[src/hdl/lcfb_pkg.sv]
// ----------------------------------------------------------------------------
// lcfb_pkg: shared types and constants of the LED command frame blinker
// Beat formats, the operation handed from the frame parser to the LED
// driver, LED mode codes and frame status codes.
// ----------------------------------------------------------------------------
package lcfb_pkg;

  // Fixed frame layout and character codes.
  localparam int unsigned FRAME_LEN  = 6;
  localparam int unsigned STORE_LEN  = FRAME_LEN - 1;
  localparam int unsigned POS_W      = 3;
  localparam logic [7:0]  CH_HASH    = 8'h23;  // '#'
  localparam logic [7:0]  CH_BANG    = 8'h21;  // '!'
  localparam logic [7:0]  CH_TILDE   = 8'h7E;  // '~'
  localparam logic [7:0]  CH_ONE     = 8'h31;  // '1'
  localparam logic [7:0]  CH_TWO     = 8'h32;  // '2'
  localparam logic [7:0]  CH_ZERO    = 8'h30;  // '0'
  localparam logic [7:0]  CH_NINE    = 8'h39;  // '9'

  // LED numbers from a frame run from 0 to 99.
  localparam int unsigned LED_NUM_W  = 7;
  localparam int unsigned LEVELS_W   = 4;

  // Item kinds.
  localparam logic KIND_BYTE = 1'b0;
  localparam logic KIND_TICK = 1'b1;

  // Per-LED mode.
  typedef enum logic [1:0] {
    MODE_OFF   = 2'd0,
    MODE_ON    = 2'd1,
    MODE_BLINK = 2'd2,
    MODE_DONE  = 2'd3
  } mode_t;

  // Frame status reported with each result.
  typedef enum logic [1:0] {
    STAT_NONE      = 2'd0,
    STAT_APPLIED   = 2'd1,
    STAT_MALFORMED = 2'd2,
    STAT_RANGE     = 2'd3
  } status_t;

  // Input beat.
  typedef struct packed {
    logic       kind;
    logic [7:0] frame_byte;
  } item_t;

  // Output beat.
  typedef struct packed {
    logic [LEVELS_W-1:0] led_levels;
    logic                frame_done;
    logic [1:0]          frame_status;
  } result_t;

  // Classified operation passed from the parser to the driver.
  typedef struct packed {
    logic                 is_tick;
    logic                 frame_done;
    status_t              status;
    logic [LED_NUM_W-1:0] led_num;
    mode_t                mode;
  } op_t;

endpackage

[src/hdl/lcfb_front.sv]
// ----------------------------------------------------------------------------
// lcfb_front: frame parser
// Gathers command bytes into six-byte frames and classifies each beat into
// a tick, a plain byte, or a finished frame with its status and command.
// ----------------------------------------------------------------------------
module lcfb_front #(
  parameter int unsigned NUM_LEDS = 4
) (
  input  logic           clk,
  input  logic           rst,
  input  logic           item_valid,
  output logic           item_ready,
  input  lcfb_pkg::item_t item,
  output logic           op_valid,
  input  logic           op_ready,
  output lcfb_pkg::op_t  op
);

  logic [lcfb_pkg::POS_W-1:0] byte_position;
  logic [7:0]                 frame_store [lcfb_pkg::STORE_LEN];
  logic                       accept;
  logic                       is_last;

  // Returns the mode that a mode byte selects.
  function automatic lcfb_pkg::mode_t mode_of(input logic [7:0] c);
    lcfb_pkg::mode_t m;
    if (c == lcfb_pkg::CH_ONE) begin
      m = lcfb_pkg::MODE_ON;
    end else if (c == lcfb_pkg::CH_TWO) begin
      m = lcfb_pkg::MODE_BLINK;
    end else begin
      m = lcfb_pkg::MODE_OFF;
    end
    return m;
  endfunction

  // True for an ASCII decimal digit.
  function automatic logic is_digit(input logic [7:0] c);
    return (c >= lcfb_pkg::CH_ZERO) && (c <= lcfb_pkg::CH_NINE);
  endfunction

  assign item_ready = op_ready;
  assign op_valid   = item_valid;
  assign accept     = item_valid && item_ready;
  assign is_last    = (byte_position == lcfb_pkg::POS_W'(lcfb_pkg::STORE_LEN));

  // Byte counter within the current frame.
  always_ff @(posedge clk) begin
    if (rst) begin
      byte_position <= '0;
    end else if (accept && (item.kind == lcfb_pkg::KIND_BYTE)) begin
      if (is_last) begin
        byte_position <= '0;
      end else begin
        byte_position <= byte_position + 1'b1;
      end
    end
  end

  // Frame bytes zero to four; the last byte is taken straight from the input.
  always_ff @(posedge clk) begin
    if (accept && (item.kind == lcfb_pkg::KIND_BYTE) && !is_last) begin
      frame_store[byte_position] <= item.frame_byte;
    end
  end

  // Frame evaluation and beat classification.
  always_comb begin
    logic [3:0]                     d1;
    logic [3:0]                     d2;
    logic [lcfb_pkg::LED_NUM_W-1:0] num;
    lcfb_pkg::status_t              st;
    lcfb_pkg::mode_t                md;

    d1  = 4'(frame_store[1] - lcfb_pkg::CH_ZERO);
    d2  = 4'(frame_store[2] - lcfb_pkg::CH_ZERO);
    num = '0;
    md  = lcfb_pkg::MODE_OFF;
    st  = lcfb_pkg::STAT_MALFORMED;

    if ((frame_store[0] == lcfb_pkg::CH_HASH) &&
        ((frame_store[4] == lcfb_pkg::CH_BANG) ||
         (item.frame_byte == lcfb_pkg::CH_BANG))) begin
      if (frame_store[2] == lcfb_pkg::CH_TILDE) begin
        // Single-digit LED number, mode in byte three.
        if (is_digit(frame_store[1])) begin
          num = lcfb_pkg::LED_NUM_W'(d1);
          md  = mode_of(frame_store[3]);
          st  = lcfb_pkg::STAT_APPLIED;
        end
      end else if (frame_store[3] == lcfb_pkg::CH_TILDE) begin
        // Two-digit LED number, mode in byte four.
        if (is_digit(frame_store[1]) && is_digit(frame_store[2])) begin
          num = (lcfb_pkg::LED_NUM_W'(d1) << 3) + (lcfb_pkg::LED_NUM_W'(d1) << 1)
                + lcfb_pkg::LED_NUM_W'(d2);
          md  = mode_of(frame_store[4]);
          st  = lcfb_pkg::STAT_APPLIED;
        end
      end
    end

    if ((st == lcfb_pkg::STAT_APPLIED) && (32'(num) >= NUM_LEDS)) begin
      st = lcfb_pkg::STAT_RANGE;
    end

    op.is_tick    = (item.kind == lcfb_pkg::KIND_TICK);
    op.frame_done = (item.kind == lcfb_pkg::KIND_BYTE) && is_last;
    op.status     = op.frame_done ? st : lcfb_pkg::STAT_NONE;
    op.led_num    = num;
    op.mode       = md;
  end

endmodule

[src/hdl/lcfb_queue.sv]
// ----------------------------------------------------------------------------
// lcfb_queue: two-entry operation queue
// Decouples the frame parser from the LED driver so that either can stall.
// ----------------------------------------------------------------------------
module lcfb_queue (
  input  logic          clk,
  input  logic          rst,
  input  logic          push_valid,
  output logic          push_ready,
  input  lcfb_pkg::op_t push_op,
  output logic          pop_valid,
  input  logic          pop_ready,
  output lcfb_pkg::op_t pop_op
);

  lcfb_pkg::op_t entries [2];
  logic          wr_ptr;
  logic          rd_ptr;
  logic [1:0]    count;
  logic          push;
  logic          pop;

  assign push_ready = (count != 2'd2);
  assign pop_valid  = (count != 2'd0);
  assign pop_op     = entries[rd_ptr];
  assign push       = push_valid && push_ready;
  assign pop        = pop_valid && pop_ready;

  // Pointers and fill count.
  always_ff @(posedge clk) begin
    if (rst) begin
      wr_ptr <= 1'b0;
      rd_ptr <= 1'b0;
      count  <= 2'd0;
    end else begin
      if (push) begin
        wr_ptr <= ~wr_ptr;
      end
      if (pop) begin
        rd_ptr <= ~rd_ptr;
      end
      case ({push, pop})
        2'b10:   count <= count + 2'd1;
        2'b01:   count <= count - 2'd1;
        default: count <= count;
      endcase
    end
  end

  // Entry storage.
  always_ff @(posedge clk) begin
    if (push) begin
      entries[wr_ptr] <= push_op;
    end
  end

endmodule

[src/hdl/lcfb_back.sv]
// ----------------------------------------------------------------------------
// lcfb_back: LED driver
// Applies queued operations to the LED modes and levels and holds each
// result beat in an output register until it is taken.
// ----------------------------------------------------------------------------
module lcfb_back #(
  parameter int unsigned NUM_LEDS = 4
) (
  input  logic              clk,
  input  logic              rst,
  input  logic              op_valid,
  output logic              op_ready,
  input  lcfb_pkg::op_t     op,
  output logic              result_valid,
  input  logic              result_ready,
  output lcfb_pkg::result_t result
);

  localparam int unsigned IDX_W = (NUM_LEDS > 1) ? $clog2(NUM_LEDS) : 1;

  lcfb_pkg::mode_t [NUM_LEDS-1:0] led_mode;
  lcfb_pkg::mode_t [NUM_LEDS-1:0] led_mode_next;
  logic [NUM_LEDS-1:0]            blink_phase;
  logic [NUM_LEDS-1:0]            blink_phase_next;
  logic [NUM_LEDS-1:0]            led_level;
  logic [NUM_LEDS-1:0]            led_level_next;
  logic [lcfb_pkg::LEVELS_W-1:0]  levels_next;
  logic                           pop;
  logic [IDX_W-1:0]               idx;

  assign op_ready = !result_valid || result_ready;
  assign pop      = op_valid && op_ready;
  assign idx      = op.led_num[IDX_W-1:0];

  // Next LED state for the operation being taken.
  always_comb begin
    led_mode_next    = led_mode;
    blink_phase_next = blink_phase;
    led_level_next   = led_level;
    if (pop && op.is_tick) begin
      for (int i = 0; i < NUM_LEDS; i++) begin
        case (led_mode[i])
          lcfb_pkg::MODE_ON: begin
            led_level_next[i] = 1'b1;
            led_mode_next[i]  = lcfb_pkg::MODE_DONE;
          end
          lcfb_pkg::MODE_OFF: begin
            led_level_next[i] = 1'b0;
            led_mode_next[i]  = lcfb_pkg::MODE_DONE;
          end
          lcfb_pkg::MODE_BLINK: begin
            led_level_next[i]   = blink_phase[i];
            blink_phase_next[i] = ~blink_phase[i];
          end
          default: begin
            led_level_next[i] = led_level[i];
          end
        endcase
      end
    end else if (pop && op.frame_done && (op.status == lcfb_pkg::STAT_APPLIED)) begin
      led_mode_next[idx] = op.mode;
    end
  end

  // Visible levels: the first four LEDs, zero where no LED exists.
  for (genvar g = 0; g < lcfb_pkg::LEVELS_W; g++) begin : g_levels
    if (g < NUM_LEDS) begin : g_led
      assign levels_next[g] = led_level_next[g];
    end else begin : g_none
      assign levels_next[g] = 1'b0;
    end
  end

  // LED state registers.
  always_ff @(posedge clk) begin
    if (rst) begin
      led_mode    <= '{default: lcfb_pkg::MODE_OFF};
      blink_phase <= '0;
      led_level   <= '0;
    end else begin
      led_mode    <= led_mode_next;
      blink_phase <= blink_phase_next;
      led_level   <= led_level_next;
    end
  end

  // Output register.
  always_ff @(posedge clk) begin
    if (rst) begin
      result_valid <= 1'b0;
    end else if (op_ready) begin
      result_valid <= op_valid;
    end
  end

  always_ff @(posedge clk) begin
    if (pop) begin
      result.led_levels   <= levels_next;
      result.frame_done   <= op.frame_done;
      result.frame_status <= op.status;
    end
  end

endmodule

[src/hdl/led_command_frame_blinker_unit.sv]
// ----------------------------------------------------------------------------
// led_command_frame_blinker_unit: LED command frame blinker
// Parses six-byte LED command frames and drives LED levels on tick beats.
// ----------------------------------------------------------------------------
// Usage:
// - The item channel carries one beat per command byte (kind 0) or per blink
//   tick (kind 1). Every beat yields exactly one result beat, in order.
// - A result carries the LED levels after the beat, and for the sixth byte
//   of a frame frame_done with the frame status.
// - An item passes combinationally through the parser and is registered in
//   its two-entry queue, then in the driver's output register.
// - Throughput is one beat per cycle unless results stall; the queue and the
//   output register let the parser keep accepting while a result waits.
// - When the result side stalls, the queue fills and item_ready falls after
//   two further beats; nothing is dropped.
// - Reset clears the byte position, all LED modes to off, blink phases and
//   levels to zero, and empties the queue and output register. The block
//   accepts items as soon as reset is released.
// ----------------------------------------------------------------------------
module led_command_frame_blinker_unit #(
  parameter int unsigned NUM_LEDS = 4
) (
  input  logic              clk,
  input  logic              rst,
  input  logic              item_valid,
  output logic              item_ready,
  input  lcfb_pkg::item_t   item,
  output logic              result_valid,
  input  logic              result_ready,
  output lcfb_pkg::result_t result
);

  logic          fr_valid;
  logic          fr_ready;
  lcfb_pkg::op_t fr_op;
  logic          bk_valid;
  logic          bk_ready;
  lcfb_pkg::op_t bk_op;

  // Frame parser.
  lcfb_front #(
    .NUM_LEDS(NUM_LEDS)
  ) u_front (
    .clk       (clk),
    .rst       (rst),
    .item_valid(item_valid),
    .item_ready(item_ready),
    .item      (item),
    .op_valid  (fr_valid),
    .op_ready  (fr_ready),
    .op        (fr_op)
  );

  // Operation queue.
  lcfb_queue u_queue (
    .clk       (clk),
    .rst       (rst),
    .push_valid(fr_valid),
    .push_ready(fr_ready),
    .push_op   (fr_op),
    .pop_valid (bk_valid),
    .pop_ready (bk_ready),
    .pop_op    (bk_op)
  );

  // LED driver.
  lcfb_back #(
    .NUM_LEDS(NUM_LEDS)
  ) u_back (
    .clk         (clk),
    .rst         (rst),
    .op_valid    (bk_valid),
    .op_ready    (bk_ready),
    .op          (bk_op),
    .result_valid(result_valid),
    .result_ready(result_ready),
    .result      (result)
  );

  // Levels of the last delivered result, for checking.
  logic [lcfb_pkg::LEVELS_W-1:0] last_levels;

  always_ff @(posedge clk) begin
    if (rst) begin
      last_levels <= '0;
    end else if (result_valid && result_ready) begin
      last_levels <= result.led_levels;
    end
  end

  // A finished frame always reports a status, and no other beat does.
  a_status_with_done: assert property (@(posedge clk) disable iff (rst)
    result_valid |-> (result.frame_done == (result.frame_status != lcfb_pkg::STAT_NONE)))
    else $error("frame status does not match frame_done");

  // A frame only sets a mode; levels change on ticks alone.
  a_frame_keeps_levels: assert property (@(posedge clk) disable iff (rst)
    (result_valid && result.frame_done) |-> (result.led_levels == last_levels))
    else $error("frame result changed LED levels");

  // Levels of LEDs that do not exist stay low.
  a_absent_leds_low: assert property (@(posedge clk) disable iff (rst)
    result_valid |-> ((result.led_levels >> NUM_LEDS) == '0))
    else $error("level driven for an absent LED");

endmodule

[config.mk]
export PLATFORM = sky130hd
export DESIGN_NAME = led_command_frame_blinker_unit
export DESIGN_NICKNAME = d
export VERILOG_FILES = /design/src/hdl/lcfb_pkg.sv /design/src/hdl/lcfb_front.sv /design/src/hdl/lcfb_queue.sv /design/src/hdl/lcfb_back.sv /design/src/hdl/led_command_frame_blinker_unit.sv
export SDC_FILE = /design/constraint.sdc
export NUM_CORES = 1
export LEC_CHECK = 0
export BUFFER_PORTS_ARGS = -buffer_cell sky130_fd_sc_hd__buf_4
export CAP_MARGIN = 20
export CORE_MARGIN = 2
export CORE_UTILIZATION = 40
export CTS_CLUSTER_SIZE = 14
export DETAILED_ROUTE_END_ITERATION = 8
export RECOVER_POWER = 100
export SLEW_MARGIN = 20
export SYNTH_ARGS = -nofsm -noshare
export SYNTH_HDL_FRONTEND = slang
export SYNTH_SLANG_ARGS = --single-unit
[constraint.sdc]
create_clock -name clk -period 2.79 [get_ports clk]
set_input_delay 0.558 -clock clk [delete_from_list [all_inputs] [get_ports clk]]
set_output_delay 0.558 -clock clk [all_outputs]
set_load 0.01 [all_outputs]
== Word level (Yosys, flattened, before mapping) ==
Memories as Yosys holds them, arrays and structs flattened. A register that Yosys moved wholly into a read port is not among the register bits.
Cells that the tools add are included.

* Memories: 2
* Output and inout bits: 9
* Word-level logic and storage cells: 147
* Bits in writable memories: 66
* Register bits: 31

{| class="wikitable"
|+ Memories
! name !! depth !! bits a word !! read ports !! clocked after memory_dff !! wr ports !! line !! source
|-
| u_front.frame_store || 5 || 8 || 5 || 0 || 1 || lcfb_front.sv:20 || <nowiki>logic [7:0] frame_store [lcfb_pkg::STORE_LEN];</nowiki>
|-
| u_queue.entries || 2 || 13 || 1 || 1 || 1 || lcfb_queue.sv:16 || <nowiki>lcfb_pkg::op_t entries [2];</nowiki>
|}

* Muxes and demuxes: 43
* Bitwise gates (word level): 7
* Reductions and logical operators: 37
* Equal/unequal tests: 27
* Add/subtract/negate cells: 7
* Magnitude comparators: 7

{| class="wikitable"
|+ Operators with widths
! cell !! count
|-
| $eq A8 B6 Y1 const B || 7
|-
| $mux W2 || 21
|-
| $mux W7 || 4
|-
| $eq A8 B7 Y1 const B || 2
|-
| $ge A8 B6 Y1 const B || 2
|-
| $le A8 B6 Y1 const B || 2
|-
| $mux W8 || 2
|-
| $reduce_and A2 Y1 || 8
|-
| $eq A2 B1 Y1 const B || 7
|-
| $logic_and A1 B1 Y1 || 14
|-
| $pmux W1 S3 || 4
|-
| $eq A2 B2 Y1 const B || 5
|-
| $ne A2 B2 Y1 const B || 5
|-
| $bwmux W8 || 1
|-
| $logic_not A2 Y1 || 4
|-
| $mux W4 || 2
|-
| $reduce_or A2 Y1 || 4
|-
| $sub A4 B1 Y4 const B || 2
|-
| $add A7 B4 Y7 || 1
|-
| $add A7 B5 Y7 || 1
|-
| $ge A7 B3 Y1 const B || 1
|-
| $not A1 Y1 || 7
|-
| $mux W1 || 6
|-
| $reduce_bool A2 Y1 || 3
|-
| other kinds (11) || 13
|}

== Depth between registers and ports, before layout ==
An unclocked memory read counts as a cell.

* Depth in word-level cells: 12
* Mapped depth: 8
* Mapped depth without buffers: 8

== By module ==
From an unflattened synthesis, not the netlist that was laid out.

* Cell total of the unflattened synthesis: 315
* Area total of the unflattened synthesis: 4316.6 µm²

{| class="wikitable"
|+ Modules (own cells, without submodules)
! module !! seq. area each (µm²) !! area an instance (µm²) !! instances !! cells each
|-
| lcfb_front || 1261.2 || 2014.4 || 1 || 142
|-
| lcfb_queue || 880.8 || 1154.9 || 1 || 64
|-
| lcfb_back || 550.5 || 1147.4 || 1 || 109
|}

== Worst setup path before layout ==
OpenSTA, ideal clock, no wires.

* Path kind: reg-to-reg
* Start: mem u_front.frame_store[2][3]
* End: mem u_queue.entries[0][10] in the netlist's numbering, data pin
* Buffers on the path: 0
* Slack: 0.263 ns
* Cell stages (with the launch flop): 7
* Required time: 2.521 ns
* Arrival time: 2.258 ns
* Clock period less this slack: 2.527 ns
* Cells stage by stage: edfxtp_1 > fa_1 > fa_1 > xor2_1 > or3_1 > o41ai_1 > a21oi_1

{| class="wikitable"
|+ RTL lines
! what !! line
|-
| start, declared || lcfb_front.sv:20
|-
| end, declared || lcfb_queue.sv:16
|}

==> flow_summary.ini <==
[status]
run_status = finished clean

[routing]
dr.first_iter.drc_count = 67
wl_met2_mm = 3.20
met3_length_um = 196
vias = 2174
wl_per_cell_um = 15.3
top_layer_used = met4
drt_wl_total_mm = 6.34
drc = 0
drtPass1Iterations = 4
wl_met1_mm = 2.85
ant_nets = 0
drt-vias-per-instance = 5.24

[logic_synthesis]
synth-xor-area-share = 0.0286
yosys_register_bits = 88
synth_area_leader_cell = edfxtp_1
synth_top_family_by_area = simple AND/OR/NAND/NOR gates
synth-simple-area-share = 0.141
synth_compound_gate_area_share = 0.0981
ys_types = 52
ys_dominant_reg_cell = edfxtp_1
async_reset_ff_frac = 0
synth_edf_count = 63
synthCells = 272
synthTopCellsByArea = edfxtp_1 52%, dfxtp_1 14%, nor2_1 3.2%, ha_1 2.7%, xnor2_1 1.9%
ys_warn_count = 0
synth_area_um2 = 3670
synth_top_cell_area_share = 0.515
mappedNetlistNets = 295
synth_mux_area_frac = 0.0204
syn_avg_cell_area_um2 = 13.5
ys_seq_area_frac = 0.651
synthAdderAreaFrac = 0.0382

[floorplan]
io_pins = 22
start_util = 0.417
core_area_um2 = 8810
die_y_um = 99.8
die_area_um2 = 9960
rows = 34
die_width_um = 99.8

[placed_design]
gp_congestion = 0.784
hpwl_mm = 4.50
portBuffers = 21
placed_cells = 399
pre_cts_ws_ps = 92.3

[critical_path]
required_ps = 2880
reg2reg_depth = 6
r2r-start = u_front.frame_store[2][3]$_DFFE_PP_
crit_path_end_kind = flop
start_kind = flop
worstPathMaxFanout = 3
path_class = reg -> reg
r2r_setup_slack_ps = 60
cp_data_arrival_time_ps = 2820
reg2reg_to = u_queue.entries[0][10]$_DFFE_PP_

[timing]
clock_skew_ps = 8.36
finalCriticalPeriod_ps = 2730
slew_headroom = 0.377
setup_viol = 0
tns_ps = 0
rsz0062_at_grt = false
slew_violations = 0
finalHoldViolations = 0
worst_slack_ps = 59.5
fin_crit_sh = 0.979
worstMarginPinSlew_ps = 931
fmax_mhz = 366

[clocking]
cts_tree = built
numCtsBuffers = 9
cts_resized = 0
clk_path_buf_depth = 2
htreeDepth = 3
cts_root_buf = clkbuf_8
cts.sinks = 88
cts_hold_buf = 0
clk_pin_slew_ps = 80
post_cts_buffers = 0
insertion_delay_ps = 360

[run]
max-cap-violations = 0

[power_and_ir_drop]
irDropWorstVdd_v = 0.000321
p_per_area_nw_per_um2 = 822
leakagePower_nw = 1.37
finalPower_mw = 3.33

[cells_and_area]
nets = 325
syn_to_final_growth_pct = 10.5
drive_above_1_share = 0.0945
num_antenna_cells = 0
ff_latch_area_um2 = 2390
fill_cells = 811
multi_input_area_um2 = 1180
final_cells = 415

[hold_path]
hold_path_depth = 2
min-delay-start = u_queue.rd_ptr$_SDFFE_PP0P_
hold_class = reg -> reg

[global_routing]
grt_pass1_vias = 2052
grt_antenna_before_repair = 0
grt_pass1_wl_mm = 10.3
grt_start_max_net_pins = 27
grt_overflow = 0
grt_usage = 0.136
worst max-delay path: stages (launching register included):
cell and delay [ps]:
edfxtp_1 430, fa_1 560, fa_1 480, xor2_1 160, or3_1 310, o41ai_1 380
a21oi_1 150
per-stage QoR:
stage / utilization / cell area (um2) / hold slack [ps]
global route: 0.461 / 4060 / 521
finish: 0.461 / 4060 / 513
detailed placement: 0.451 / 3970 / 496
CTS: 0.473 / 4170 / 409
floorplan: - / 3670 / 472
global placement: 0.451 / 3970 / 486
synthesized netlist by cell type, drive strengths merged (2+ instances only):
library cell  number
a211oi             5
a21o               2
a21oi             13
a221oi             4
a2bb2oi            4
a311oi             4
a31o               4
and3               3
and3b              2
buf                2
clkbuf             5
dfxtp             25
edfxtp            63
fa                 2
ha                 8
inv               13
mux2               4
mux2i              3
nand2              8
nand2b             3
nand3b             2
nand4              3
nand4b             2
nor2              31
nor2b              4
nor3               7
nor3b              2
nor4b              2
nor4bb             3
o21ai              5
o22a               2
o32ai              4
or3                3
or4                2
or4b               3
xnor2              8
xor2               4
sequential cells by signal, summed over array words and instances (netlist names), named ones only:
name                   count
u_back.led_level           4
u_front.byte_position      3
u_back.result              7
u_front.frame_store       40
u_back.blink_phase         4
u_back.led_mode            8
u_queue.entries           16
u_queue.wr_ptr             1
u_queue.rd_ptr             1
u_queue.count              2
u_back.result_valid        1
cell families (layout without fill, tap and decap cells):
group           count (synthesis)  after routing
compound gates                 49             49
flops                          88             88
fa+ha+maj                      10             10
simple gates                   86             86
mux                             7              7
buf+inv                        20             55
xor+xnor                       12             12
routing by layer:
metal | vias to the layer above | GRT usage
met3 | 8 | 0.0418
met2 | 28 | 0.231
met5 | - | 0
met4 | 0 | 0.0506
met1 | 1044 | 0.162
li1 | 1094 | -
cells in the final DEF (no fill, tap or decap), types with 4 or more instances in the layout:
cell,Yosys,routed
o32ai_1,4,4
nor3_1,7,7
a2bb2oi_1,4,4
edfxtp_1,63,63
nor2_1,31,31
a311oi_1,4,4
xor2_1,4,4
a211oi_1,4,5
clkbuf_8,0,9
mux2_2,4,4
nand2_1,8,8
ha_1,8,8
xnor2_1,8,8
dfxtp_1,25,25
inv_1,13,13
o21ai_0,3,5
nor2b_1,4,4
a31o_2,4,4
clkinvlp_4,0,4
a21oi_1,13,13
clkbuf_1,5,24
a221oi_1,4,4
layout make-up:
cell class                 instances  share of cell area
tap                              108              0.0333
clock buffer                      10              0.0314
clock inverter                     6              0.0170
sequential                        88               0.589
timing repair buffer              26              0.0268
inverter                          13              0.0120
multi-input combinational        164               0.290
worst max path at each step:
stage	from	to	slack (ps)	cells after the start
2_1_floorplan	u_front.frame_store[2][3]$_DFFE_PP_	u_queue.entries[0][10]$_DFFE_PP_	260	6
3_3_place_gp	u_front.frame_store[2][3]$_DFFE_PP_	u_queue.entries[1][10]$_DFFE_PP_	180	6
3_5_place_dp	u_front.frame_store[2][3]$_DFFE_PP_	u_queue.entries[1][10]$_DFFE_PP_	90	6
4_1_cts	u_front.frame_store[2][3]$_DFFE_PP_	u_queue.entries[1][10]$_DFFE_PP_	70	6
5_1_grt	u_front.frame_store[1][0]$_DFFE_PP_	u_queue.entries[1][10]$_DFFE_PP_	2	6
6_report	u_front.frame_store[2][3]$_DFFE_PP_	u_queue.entries[0][10]$_DFFE_PP_	60	6
power by group:
group          internal, mW  switching [mW]
Clock                 0.417           0.458
Sequential             1.65           0.137
Combinational         0.290           0.387
Total                  2.35           0.982
(Power assumes the default switching activity.)
